### config.mk
export PLATFORM = sky130hd
export DESIGN_NAME = rectangle_grid_tiler_top
export DESIGN_NICKNAME = d
export VERILOG_FILES = /design/src/rtl/core/rgt_pkg.sv /design/src/rtl/core/rgt_divider.sv /design/src/rtl/core/rectangle_grid_tiler_top.sv
export SDC_FILE = /design/constraint.sdc
export NUM_CORES = 2
export LEC_CHECK = 0
export BUFFER_PORTS_ARGS = -buffer_cell sky130_fd_sc_hd__buf_2
export CORE_AREA = 2 2 569 571
export DETAILED_ROUTE_END_ITERATION = 10
export DIE_AREA = 0 0 571 573
export PLACE_DENSITY = 0.55
export RECOVER_POWER = 50
export SETUP_SLACK_MARGIN = 0.3
export SYNTH_ARGS = -nofsm -noshare
export SYNTH_HDL_FRONTEND = slang
export SYNTH_SLANG_ARGS = --single-unit
### constraint.sdc
create_clock -name i_clk -period 11.3 [get_ports i_clk]
set_input_delay 0 -clock i_clk [delete_from_list [all_inputs] [get_ports i_clk]]
set_output_delay 0 -clock i_clk [all_outputs]
set_load 0.02 [all_outputs]
### src/rtl/core/rgt_pkg.sv
// ----------------------------------------------------------------------------
// Rectangle grid tiler package
// Shared widths, status codes and the serial divider interface types.
// ----------------------------------------------------------------------------
package rgt_pkg;

    localparam int MaxParts = 64;
    localparam int CntW     = 7;   // holds 0..127
    localparam int QuoW     = 64;  // widest dividend (box area)
    localparam int DivW     = 48;  // widest divisor (largest tile area)

    localparam logic [1:0] StatusOk       = 2'd0;
    localparam logic [1:0] StatusInvalid  = 2'd1;
    localparam logic [1:0] StatusTooMany  = 2'd2;

    typedef struct packed {
        logic            start;
        logic [QuoW-1:0] dividend;
        logic [DivW-1:0] divisor;
    } t_div_req;

    typedef struct packed {
        logic            busy;
        logic            done;
        logic [QuoW-1:0] quotient;
        logic [DivW-1:0] remainder;
    } t_div_rsp;

endpackage

### src/rtl/core/rgt_divider.sv
// ----------------------------------------------------------------------------
// Rectangle grid tiler serial divider
// Restoring divider, one quotient bit per cycle, shared by all divisions.
// ----------------------------------------------------------------------------
module rgt_divider (
    input  logic               i_clk,
    input  logic               i_rst_n,
    input  rgt_pkg::t_div_req  i_req,
    output rgt_pkg::t_div_rsp  o_rsp
);

    logic [rgt_pkg::QuoW-1:0] r_quo, n_quo;
    logic [rgt_pkg::DivW:0]   r_rem, n_rem;
    logic [rgt_pkg::DivW-1:0] r_dvs, n_dvs;
    logic [6:0]               r_cnt, n_cnt;
    logic                     r_busy, n_busy;
    logic                     r_done, n_done;
    logic [rgt_pkg::DivW:0]   w_sh;

    assign w_sh = {r_rem[rgt_pkg::DivW-1:0], r_quo[rgt_pkg::QuoW-1]};

    always_comb begin
        n_quo  = r_quo;
        n_rem  = r_rem;
        n_dvs  = r_dvs;
        n_cnt  = r_cnt;
        n_busy = r_busy;
        n_done = 1'b0;
        if (i_req.start) begin
            n_quo  = i_req.dividend;
            n_rem  = '0;
            n_dvs  = i_req.divisor;
            n_cnt  = 7'd0;
            n_busy = 1'b1;
        end else if (r_busy) begin
            if (w_sh >= {1'b0, r_dvs}) begin
                n_rem = w_sh - {1'b0, r_dvs};
                n_quo = {r_quo[rgt_pkg::QuoW-2:0], 1'b1};
            end else begin
                n_rem = w_sh;
                n_quo = {r_quo[rgt_pkg::QuoW-2:0], 1'b0};
            end
            n_cnt = r_cnt + 7'd1;
            if (r_cnt == 7'(rgt_pkg::QuoW - 1)) begin
                n_busy = 1'b0;
                n_done = 1'b1;
            end
        end
    end

    always_ff @(posedge i_clk) begin
        if (!i_rst_n) begin
            r_busy <= 1'b0;
            r_done <= 1'b0;
        end else begin
            r_busy <= n_busy;
            r_done <= n_done;
        end
        r_quo <= n_quo;
        r_rem <= n_rem;
        r_dvs <= n_dvs;
        r_cnt <= n_cnt;
    end

    assign o_rsp.busy      = r_busy;
    assign o_rsp.done      = r_done;
    assign o_rsp.quotient  = r_quo;
    assign o_rsp.remainder = r_rem[rgt_pkg::DivW-1:0];

`ifndef SYNTHESIS
    a_done_after_busy: assert property (@(posedge i_clk) disable iff (!i_rst_n)
        r_done |-> $past(r_busy)) else $error("divider done without busy");
    a_done_pulse: assert property (@(posedge i_clk) disable iff (!i_rst_n)
        r_done |=> !r_done) else $error("divider done held");
    a_not_both: assert property (@(posedge i_clk) disable iff (!i_rst_n)
        !(r_done && r_busy)) else $error("divider done while busy");
`endif

endmodule

### src/rtl/core/rectangle_grid_tiler_top.sv
// ----------------------------------------------------------------------------
// Rectangle grid tiler
// Splits a box into a grid of tiles of near-equal size, one tile a beat.
// ----------------------------------------------------------------------------
//  Channel   Direction  Handshake            Beat carries
//  input     in         i_valid / o_ready    mode, box, part count, max area
//  output    out        o_valid / i_ready    tile index, tile box, status, last
//
//  A request is taken only when the block is idle; o_ready is low until the
//  final beat of the previous request has been taken.
//  Every division runs through one shared serial divider: the area
//  mode count, each trial divisor of the factor search (up to 8 of them) and
//  both edges of each row and each column.
//  Reset is synchronous and active low and returns the sequencer to idle.
//  A stalled output beat simply holds; nothing else advances meanwhile.
// ----------------------------------------------------------------------------
module rectangle_grid_tiler_top (
    input  logic        i_clk,
    input  logic        i_rst_n,
    input  logic        i_valid,
    output logic        o_ready,
    input  logic        i_mode,
    input  logic signed [31:0] i_min_x,
    input  logic signed [31:0] i_min_y,
    input  logic signed [31:0] i_max_x,
    input  logic signed [31:0] i_max_y,
    input  logic [7:0]  i_part_count,
    input  logic [47:0] i_max_sub_area,
    output logic        o_valid,
    input  logic        i_ready,
    output logic [5:0]  o_tile_index,
    output logic signed [31:0] o_tile_min_x,
    output logic signed [31:0] o_tile_min_y,
    output logic signed [31:0] o_tile_max_x,
    output logic signed [31:0] o_tile_max_y,
    output logic [1:0]  o_status,
    output logic        o_last
);

    // Sequencer states, one-hot.
    typedef enum logic [10:0] {
        S_IDLE   = 11'b00000000001,
        S_CHECK  = 11'b00000000010,
        S_AREA   = 11'b00000000100,
        S_ADIV   = 11'b00000001000,
        S_COUNT  = 11'b00000010000,
        S_FTRY   = 11'b00000100000,
        S_FWAIT  = 11'b00001000000,
        S_YDIV   = 11'b00010000000,
        S_XDIV   = 11'b00100000000,
        S_EMIT   = 11'b01000000000,
        S_MUL    = 11'b10000000000
    } t_state;

    t_state r_state, n_state;

    // Request registers.
    logic                r_mode;
    logic signed [31:0]  r_x0, r_y0, r_x1, r_y1;
    logic [7:0]          r_pc;
    logic [47:0]         r_ma;
    logic [31:0]         r_dx, r_dy;
    logic [63:0]         r_area;
    logic [63:0]         r_n;
    logic [rgt_pkg::CntW-1:0] r_best, r_try, r_rows, r_cols, r_row, r_col;
    logic [rgt_pkg::CntW-1:0] r_bquo;   // n divided by the best factor so far
    logic                r_hi;       // set for the upper edge of the current row or column
    logic [31:0]         r_e0, r_e1; // y edge offsets of current row
    logic [31:0]         r_f0;       // x lower offset
    logic                r_ov;
    logic [5:0]          r_oidx;
    logic signed [31:0]  r_ox0, r_oy0, r_ox1, r_oy1;
    logic [1:0]          r_ost;
    logic                r_olast;
    logic                r_wait;     // divider launched, awaiting done

    rgt_pkg::t_div_req w_req;
    rgt_pkg::t_div_rsp w_rsp;

    rgt_divider u_div (
        .i_clk   (i_clk),
        .i_rst_n (i_rst_n),
        .i_req   (w_req),
        .o_rsp   (w_rsp)
    );

    // Edge multiplier: k * length, k at most 64, one product per launch.
    logic [rgt_pkg::CntW-1:0] w_k;
    logic [31:0]              w_len;
    logic [38:0]              w_prod;
    logic [rgt_pkg::CntW-1:0] w_div;
    assign w_prod = {32'd0, w_k} * {7'd0, w_len};

    always_comb begin
        if (r_state == S_YDIV) begin
            w_k   = r_hi ? r_row + 7'd1 : r_row;
            w_len = r_dy;
            w_div = r_rows;
        end else begin
            w_k   = r_hi ? r_col + 7'd1 : r_col;
            w_len = r_dx;
            w_div = r_cols;
        end
    end

    // The factor search stops once the trial divisor squared passes n.
    logic [13:0] w_sq;
    logic        w_search_done;
    assign w_sq          = {7'd0, r_try} * {7'd0, r_try};
    assign w_search_done = ({50'd0, w_sq} > r_n);

    logic signed [32:0] w_ddx, w_ddy;
    assign w_ddx = {r_x1[31], r_x1} - {r_x0[31], r_x0};
    assign w_ddy = {r_y1[31], r_y1} - {r_y0[31], r_y0};

    // Request checks: an inverted box or a zero count or area is invalid,
    // a box that already fits the area limit goes out whole.
    logic w_bad, w_fits, w_too_many;
    assign w_bad      = w_ddx[32] || w_ddy[32] ||
                        (r_mode ? (r_ma == '0) : (r_pc == '0));
    assign w_fits     = (r_area <= {16'd0, r_ma});
    assign w_too_many = (r_n > 64'(rgt_pkg::MaxParts));

    logic w_in_acc, w_out_acc;
    assign w_in_acc  = i_valid && o_ready;
    assign w_out_acc = r_ov && i_ready;
    assign o_ready   = (r_state == S_IDLE);

    always_comb begin
        n_state = r_state;
        w_req   = '0;
        case (r_state)
            S_IDLE:  if (w_in_acc) n_state = S_CHECK;
            S_CHECK: n_state = w_bad ? S_EMIT : S_MUL;
            S_MUL:   n_state = r_mode ? S_AREA : S_COUNT;
            S_AREA:  begin
                if (w_fits) begin
                    n_state = S_EMIT;
                end else begin
                    w_req.start    = 1'b1;
                    w_req.dividend = r_area;
                    w_req.divisor  = r_ma;
                    n_state        = S_ADIV;
                end
            end
            S_ADIV:  if (w_rsp.done) n_state = S_COUNT;
            S_COUNT: n_state = w_too_many ? S_EMIT : S_FTRY;
            S_FTRY:  begin
                if (w_search_done) begin
                    n_state = S_YDIV;
                end else begin
                    w_req.start    = 1'b1;
                    w_req.dividend = r_n;
                    w_req.divisor  = {41'd0, r_try};
                    n_state        = S_FWAIT;
                end
            end
            S_FWAIT: if (w_rsp.done) n_state = S_FTRY;
            S_YDIV, S_XDIV: begin
                w_req.start    = !r_wait;
                w_req.dividend = {25'd0, w_prod};
                w_req.divisor  = {41'd0, w_div};
                if (r_wait && w_rsp.done && r_hi)
                    n_state = (r_state == S_YDIV) ? S_XDIV : S_EMIT;
            end
            S_EMIT:  begin
                if (w_out_acc) begin
                    if (r_olast) n_state = S_IDLE;
                    else if (r_col + 7'd1 == r_cols) n_state = S_YDIV;
                    else n_state = S_XDIV;
                end
            end
            default: n_state = S_IDLE;
        endcase
    end

    always_ff @(posedge i_clk) begin
        if (!i_rst_n) begin
            r_state <= S_IDLE;
            r_ov    <= 1'b0;
            r_wait  <= 1'b0;
        end else begin
            if (w_out_acc) r_ov <= 1'b0;
            r_state <= n_state;
            case (r_state)
                S_IDLE: begin
                    r_mode <= i_mode;
                    r_x0 <= i_min_x; r_y0 <= i_min_y;
                    r_x1 <= i_max_x; r_y1 <= i_max_y;
                    r_pc <= i_part_count; r_ma <= i_max_sub_area;
                end
                S_CHECK: begin
                    r_dx <= w_ddx[31:0];
                    r_dy <= w_ddy[31:0];
                    r_ox0 <= '0; r_oy0 <= '0; r_ox1 <= '0; r_oy1 <= '0;
                    r_oidx <= '0; r_olast <= 1'b1;
                    if (w_bad) begin
                        r_ost <= rgt_pkg::StatusInvalid;
                        r_ov  <= 1'b1;
                    end
                end
                S_MUL: begin
                    // 32 x 32 product of the two lengths.
                    r_area <= {32'd0, r_dx} * {32'd0, r_dy};
                    r_n    <= {56'd0, r_pc};
                end
                S_AREA: begin
                    if (w_fits) begin
                        r_ox0 <= r_x0; r_oy0 <= r_y0;
                        r_ox1 <= r_x1; r_oy1 <= r_y1;
                        r_ost <= rgt_pkg::StatusOk;
                        r_ov  <= 1'b1;
                    end
                end
                S_ADIV: if (w_rsp.done)
                    r_n <= w_rsp.quotient + {63'd0, (w_rsp.remainder != '0)};
                S_COUNT: begin
                    r_best <= 7'd1;
                    r_bquo <= r_n[6:0];
                    r_try  <= 7'd1;
                    if (w_too_many) begin
                        r_ost <= rgt_pkg::StatusTooMany;
                        r_ov  <= 1'b1;
                    end
                end
                S_FTRY: if (w_search_done) begin
                    // search finished: orient the grid
                    if (r_dx >= r_dy && r_dx != '0) begin
                        r_rows <= r_best;
                        r_cols <= r_bquo;
                    end else begin
                        r_cols <= r_best;
                        r_rows <= r_bquo;
                    end
                    r_row <= '0; r_col <= '0; r_hi <= 1'b0; r_wait <= 1'b0;
                end
                S_FWAIT: if (w_rsp.done) begin
                    if (w_rsp.remainder == '0) begin
                        r_best <= r_try;
                        r_bquo <= w_rsp.quotient[6:0];
                    end
                    r_try <= r_try + 7'd1;
                end
                S_YDIV, S_XDIV: begin
                    if (!r_wait) r_wait <= 1'b1;
                    else if (w_rsp.done) begin
                        r_wait <= 1'b0;
                        r_hi   <= !r_hi;
                        if (r_state == S_YDIV) begin
                            if (!r_hi) r_e0 <= w_rsp.quotient[31:0];
                            else r_e1 <= w_rsp.quotient[31:0];
                        end else begin
                            if (!r_hi) r_f0 <= w_rsp.quotient[31:0];
                            else begin
                                r_ox0  <= r_x0 + $signed(r_f0);
                                r_ox1  <= r_x0 + $signed(w_rsp.quotient[31:0]);
                                r_oy0  <= r_y0 + $signed(r_e0);
                                r_oy1  <= r_y0 + $signed(r_e1);
                                r_oidx <= 6'(r_row * r_cols + r_col);
                                r_ost  <= rgt_pkg::StatusOk;
                                r_olast <= (r_row + 7'd1 == r_rows) &&
                                           (r_col + 7'd1 == r_cols);
                                r_ov   <= 1'b1;
                            end
                        end
                    end
                end
                S_EMIT: begin
                    if (w_out_acc && !r_olast) begin
                        if (r_col + 7'd1 == r_cols) begin
                            r_col <= '0;
                            r_row <= r_row + 7'd1;
                        end else begin
                            r_col <= r_col + 7'd1;
                        end
                    end
                end
                default: ;
            endcase
        end
    end

    assign o_valid      = r_ov;
    assign o_tile_index = r_oidx;
    assign o_tile_min_x = r_ox0;
    assign o_tile_min_y = r_oy0;
    assign o_tile_max_x = r_ox1;
    assign o_tile_max_y = r_oy1;
    assign o_status     = r_ost;
    assign o_last       = r_olast;

`ifndef SYNTHESIS
    a_valid_in_emit: assert property (@(posedge i_clk) disable iff (!i_rst_n)
        r_ov |-> r_state == S_EMIT) else $error("result outside emit");
    a_idle_after_last: assert property (@(posedge i_clk) disable iff (!i_rst_n)
        (w_out_acc && r_olast) |=> o_ready) else $error("not idle after last");
    a_err_last: assert property (@(posedge i_clk) disable iff (!i_rst_n)
        (r_ov && r_ost != rgt_pkg::StatusOk) |-> r_olast)
        else $error("error result not last");
    a_trial_running: assert property (@(posedge i_clk) disable iff (!i_rst_n)
        (r_state == S_FWAIT) |-> (w_rsp.busy || w_rsp.done))
        else $error("factor trial without divider activity");
`endif

endmodule

Yosys cells after proc, flatten, opt, wreduce, memory -nomap -nowiden
Index checks and enable logic that the tools add are counted.
W data, S select, Z words.

word-level totals
  word-level logic and storage cells = 247
  register bits = 842
  input port bits = 189

cells by class
  add/subtract/negate cells = 13
  equality and inequality tests = 30
  multiplexer cells = 108
  reductions and logical operators = 45
  multiply operators = 4
  bitwise operators = 4
  order comparisons = 5

operator list
  cell                   number
  $mux W32               21
  $pmux W32 S3           4
  $pmux W113 S3          1
  $mux W113              2
  $mux W64               3
  $add A32 B32 Y32       4
  $pmux W64 S2           1
  $mux W7                16
  $pmux W11 S10          1
  $logic_not A48 Y1      2
  $pmux W7 S2            5
  $mux W11               6
  $sub A32 B32 Y33       2
  $add A64 B1 Y64        1
  $gt A14 B64 Y1         1
  $gt A64 B7 Y1 const B  1
  $le A64 B48 Y1         1
  $mul A32 B32 Y64       1
  $ge A49 B48 Y1         1
  $mux W48               1
  $reduce_bool A48 Y1    1
  $sub A48 B48 Y48       1
  $mul A7 B32 Y39        1
  $ge A32 B32 Y1         1
  48 further kinds       130

Logic depth before layout (Yosys ltp)
  depth after elaboration = 8
  mapped depth = 30

By module
A second synthesis with hierarchy kept.

unflattened totals
  cells, all modules = 9167
  area, all modules = 90107.7 um^2

by module, submodules not included
  module                    area an instance (um^2)  instances  cells an instance  seq. area each (um^2)
  rectangle_grid_tiler_top  80462.2                  1          8203               20079.3
  rgt_divider               9645.5                   1          964                4504.3

Worst setup path after synthesis
No wires, ideal clock.

  path type = register to register
  start point = register r_state[10]
  end point = register r_ox1[0] (netlist: o_tile_max_x[0]) (enable)
  slack = -1215 ps
  arrival time = 11670 ps
  required time = 10455 ps
  path buffers = 2
  setup time = 845 ps
  stages on the path, launching flop included = 7
  cell sequence = dfxtp_1 > nor4_2 > nand3_1 > a21o_1 > clkbuf_1 > clkbuf_1 > a311oi_1

between the ends
  cells in the longest elaborated chain, start to end = 4
  elaborated cells on any way between the ends = 12
  those cells by class = 9 x eq/ne; 3 x reduce/logical

RTL lines
  element                                                      RTL line                                                          RTL
  from (decl)                                                  rectangle_grid_tiler_top.sv:55                                    t_state r_state, n_state;
  from (signal assigned)                                       rectangle_grid_tiler_top.sv:184                                   r_state <= n_state;
  $eq A11 B8 Y1 / $eq A11 B9 Y1 (equally long branches)        rectangle_grid_tiler_top.sv:185, rectangle_grid_tiler_top.sv:249
  $reduce_or A2 Y1                                             rectangle_grid_tiler_top.sv:185                                   case (r_state)
  $ne A2 B2 Y1 (no source line), or another cell as far along  n/a
  $reduce_and A7 Y1 (no source line) *                         n/a
  to (signal assigned)                                         rectangle_grid_tiler_top.sv:210                                   r_ox1 <= r_x1; r_oy1 <= r_y1;
  to (signal assigned)                                         rectangle_grid_tiler_top.sv:256                                   r_ox1 <= r_x0 + $signed(w_rsp.quotient[31:0]);
  to (decl)                                                    rectangle_grid_tiler_top.sv:72                                    logic signed [31:0] r_ox0, r_oy0, r_ox1, r_oy1;

Mark *: on every way between the ends. The rest lies on a longest branch, timed or not.
A chain may end at the register's enable or synchronous reset.

Worst setup path after layout
  start point = register r_state[10]
  end point = register u_div.r_quo[33] (netlist bit), data pin

between the ends
  cells in the longest elaborated chain, start to end = 5
  elaborated cells on any way between the ends = 10
  those cells by class = 1 x mul; 4 x eq/ne; 4 x mux; 1 x reduce/logical

RTL lines
  element                                     RTL line                                                         RTL
  $eq A11 B8 Y1                               rectangle_grid_tiler_top.sv:95, rectangle_grid_tiler_top.sv:132
  $mux W7 / $mux W32 (equally long branches)  rectangle_grid_tiler_top.sv:95                                   if (r_state == S_YDIV) begin
  $mul A7 B32 Y39                             rectangle_grid_tiler_top.sv:92                                   assign w_prod = {32'd0, w_k} * {7'd0, w_len};
  $pmux W113 S3 *                             rectangle_grid_tiler_top.sv:132                                  case (r_state)
  $mux W64 *                                  rgt_divider.sv:29                                                if (i_req.start) begin
  via u_div.n_quo, one bit                    rgt_divider.sv:12                                                logic [rgt_pkg::QuoW-1:0] r_quo, n_quo;
  to (signal assigned)                        rgt_divider.sv:59                                                r_quo <= n_quo;
  to (decl)                                   rgt_divider.sv:12

The timed path passes the listed nets; every way through them passes the cells marked *.

==> results.sh <==
export IMPL_dpl_cell_count=13600
export IMPL_path_clk_slew_ns=0.06
export IMPL_p_per_area_nw_per_um2=291
export IMPL_max_cap_violations=13
export IMPL_yosys_most_used_dff="edfxtp_1"
export IMPL_boundaryPins=328
export IMPL_post_synth_cell_area_avg_sq_um=9.72
export IMPL_ys_seq_elements=842
export IMPL_grt_pass1_wl_mm=459
export IMPL_slew_viol_final=584
export IMPL_netlist_instances=9197
export IMPL_ir_drop_uv=911
export IMPL_syn_nets=11200
export IMPL_fin_crit_ns=9.30
export IMPL_wl_met2_mm=133
export IMPL_leakage_uw=0.0451
export IMPL_rows=208
export IMPL_met3RoutedLength_mm=24.7
export IMPL_netlist_area_sq_um=89400
export IMPL_layout_common_cells="inv_1, fa_1, nand2_1"
export IMPL_grt_pass1_vias=70200
export IMPL_drt_met1_wl_mm=136
export IMPL_dieWidth_um=571
export IMPL_final_layout_size_suffix_gt1_share_pct=5.05
export IMPL_start_kind="flop"
export IMPL_hold_ws_ns=0.0911
export IMPL_firstDrtPassIters=6
export IMPL_clockBufferDepth=3
export IMPL_h_tree_depth=3
export IMPL_grt_antenna_before_repair=36
export IMPL_violations="max-capacitance violations, max-slew violations"
export IMPL_top_layer="met5"
export IMPL_clock_latency_ns=0.77
export IMPL_cts_tree="built"
export IMPL_setup_viol=0
export IMPL_fp_dieH_um=573
export IMPL_critPathKind="reg -> reg"
export IMPL_hpwl_mm=238
export IMPL_hold_viol_final=0
export IMPL_synth_edf_count=772
export IMPL_dieArea_sq_um=327000
export IMPL_synth_cell_types=95
export IMPL_fmax_ghz=0.108
export IMPL_ys_warn_count=0
export IMPL_max_slew_margin_rel_pct=-146
export IMPL_rsz0062_at_grt="false"
export IMPL_cp_end_kind="flop"
export IMPL_cts_made_buffers=101
export IMPL_crit_fanout=31
export IMPL_syn_to_final_growth_pct=14.8
export IMPL_nets=11700
export IMPL_fin_worst_skew_ns=0.0714
export IMPL_ant_nets=0
export IMPL_drtIter0Drc=6545
export IMPL_crit_arrival_ns=9.78
export IMPL_min_path_type="in -> reg"
export IMPL_stdcell_area_sq_um=103000
export IMPL_core_region_area_sq_um=320000
export IMPL_finalCritPeriodShare_pct=82.3
export IMPL_grt_max_degree=132
export IMPL_postPlaceCellArea_sq_um=96200
export IMPL_layout_commonest_cell="inv_1"
export IMPL_ys_async_sr_fraction_pct=0
export IMPL_cp_required_ns=11.79
export IMPL_start_util_pct=27.9
export IMPL_grt_total_usage_pct=18.6
export IMPL_vias=69900
export IMPL_fillers=33200
export IMPL_final_cells=14100
export IMPL_cts_sinks=842
export IMPL_post_drt_wl_per_cell_um=21.8
export IMPL_status="complete, but fails checks"
export IMPL_io_buffers=327
export IMPL_gp_congestion=0.945
export IMPL_clockRootBuffer="clkbuf_16"
export IMPL_vias_per_cell=4.95
export IMPL_tightest_slew_ns=3.68
export IMPL_totalPowerFinal_uw=29900
export IMPL_fin_tns_setup_ns=0
export IMPL_routed_wl_mm=307
export IMPL_yosysSeqAreaShare_pct=27.5
export IMPL_grt_overflow=0
export IMPL_drc_errors=0
power breakdown:
| part | switching [uW] | internal [uW] | total, uW |
|---|---|---|---|
| Sequential | 192 | 4330 | 4520 |
| Combinational | 14400 | 7550 | 22000 |
| Clock | 1480 | 1900 | 3380 |
cells in the mapped netlist, types with 190 or more instances:
master / n / share of area (%)
and2_1: 523 / 3.7
inv_1: 1438 / 6.0
nand2_1: 960 / 4.0
o21ai_0: 262 / 1.5
a21o_1: 190 / 1.6
xnor2_1: 243 / 2.4
nor2_1: 603 / 2.5
clkbuf_1: 360 / 1.5
edfxtp_1: 772 / 26
fa_1: 1074 / 24
a21oi_1: 422 / 2.4
ha_1: 725 / 10
registers in the layout, summed over array words and instances (netlist names), 48 cells and up:
name / count
r_ma: 48
u_div.r_dvs: 48
r_n: 64
r_area: 64
u_div.r_rem: 48
u_div.r_quo: 64
metrics by stage:
stage / utilization, % / setup slack (ns)
after detailed placement: 30.0 / 2.55
after global routing: 32.0 / 1.58
after floorplan: - / 1.62
after CTS: 32.2 / 2.49
final: 32.0 / 2.00
after global placement: 30.0 / 2.58
repair_timing:
| action | CTS | global route |
|---|---|---|
| resized for setup | 0 | 0 |
| hold endpoints to repair | 214 | 0 |
| setup buffers | 0 | 0 |
| hold buffers | 344 | 0 |
area by class of cell:
| class | instances | area, sq um | area share, % |
|---|---|---|---|
| clock buffers | 124 | 2610 | 2.55 |
| repair buffers | 820 | 5840 | 5.69 |
| diodes | 17 | 42.5 | 0.0414 |
| multi-input cells | 6520 | 58000 | 56.5 |
| inverters | 1440 | 5410 | 5.27 |
| flip-flops and latches | 842 | 24600 | 24.0 |
| clock inverters | 60 | 729 | 0.711 |
| well taps | 4305 | 5390 | 5.25 |
logic make-up after synthesis:
logic type / Yosys count / share of synthesized area, %
flops: 842 / 27.5
simple gates: 2766 / 14.9
mux: 52 / 0.655
buf+inv: 1835 / 7.76
fa+ha+maj: 1799 / 34.2
xor+xnor: 411 / 4.03
compound gates: 1492 / 11.0
worst max-delay path, cell delays in order, from the launching register on:
cell and delay [ns]:
dfxtp_1 0.34, nor4_1 0.63, nand3_1 0.37, or2_0 0.65, buf_4 0.41, buf_4 0.27, a21oi_1 0.85, nor2_1 0.18
fa_1 0.60, fa_1 0.45, fa_1 0.55, inv_1 0.05, fa_1 0.53, inv_1 0.04, ha_1 0.39, nand2_1 0.07
o21ai_0 0.20, o21ai_0 0.18, a31o_2 0.30, a21oi_1 0.37, nor2_1 0.13, o31ai_1 0.69, xor2_1 0.21, a222oi_1 0.37
a21oi_1 0.12
path summary, 6_finish.rpt:
kind	startpoint	to	slack, ns	cells after the start
setup / recovery	r_state[10]$_SDFFE_PN0P_	u_div.r_quo[33]$_DFFE_PP_	2.00	24
hold / removal	i_part_count[0]	r_pc[0]$_DFFE_PP_	0.09	2
setup reg to reg	r_state[10]$_SDFFE_PN0P_	u_div.r_quo[33]$_DFFE_PP_	2.00	24
hold reg to reg	u_div.r_rem[24]$_SDFFE_PP0P_	u_div.r_rem[24]$_SDFFE_PP0P_	0.52	2
metal layers:
layer  vias to the layer above  global-route usage [%]
met3                       462                    3.22
met5                         -                       0
met2                      2680                    28.5
li1                      31500                       -
met1                     35200                    26.2
met4                        12                    6.84
Note: power is estimated with default switching activity, not from simulation.
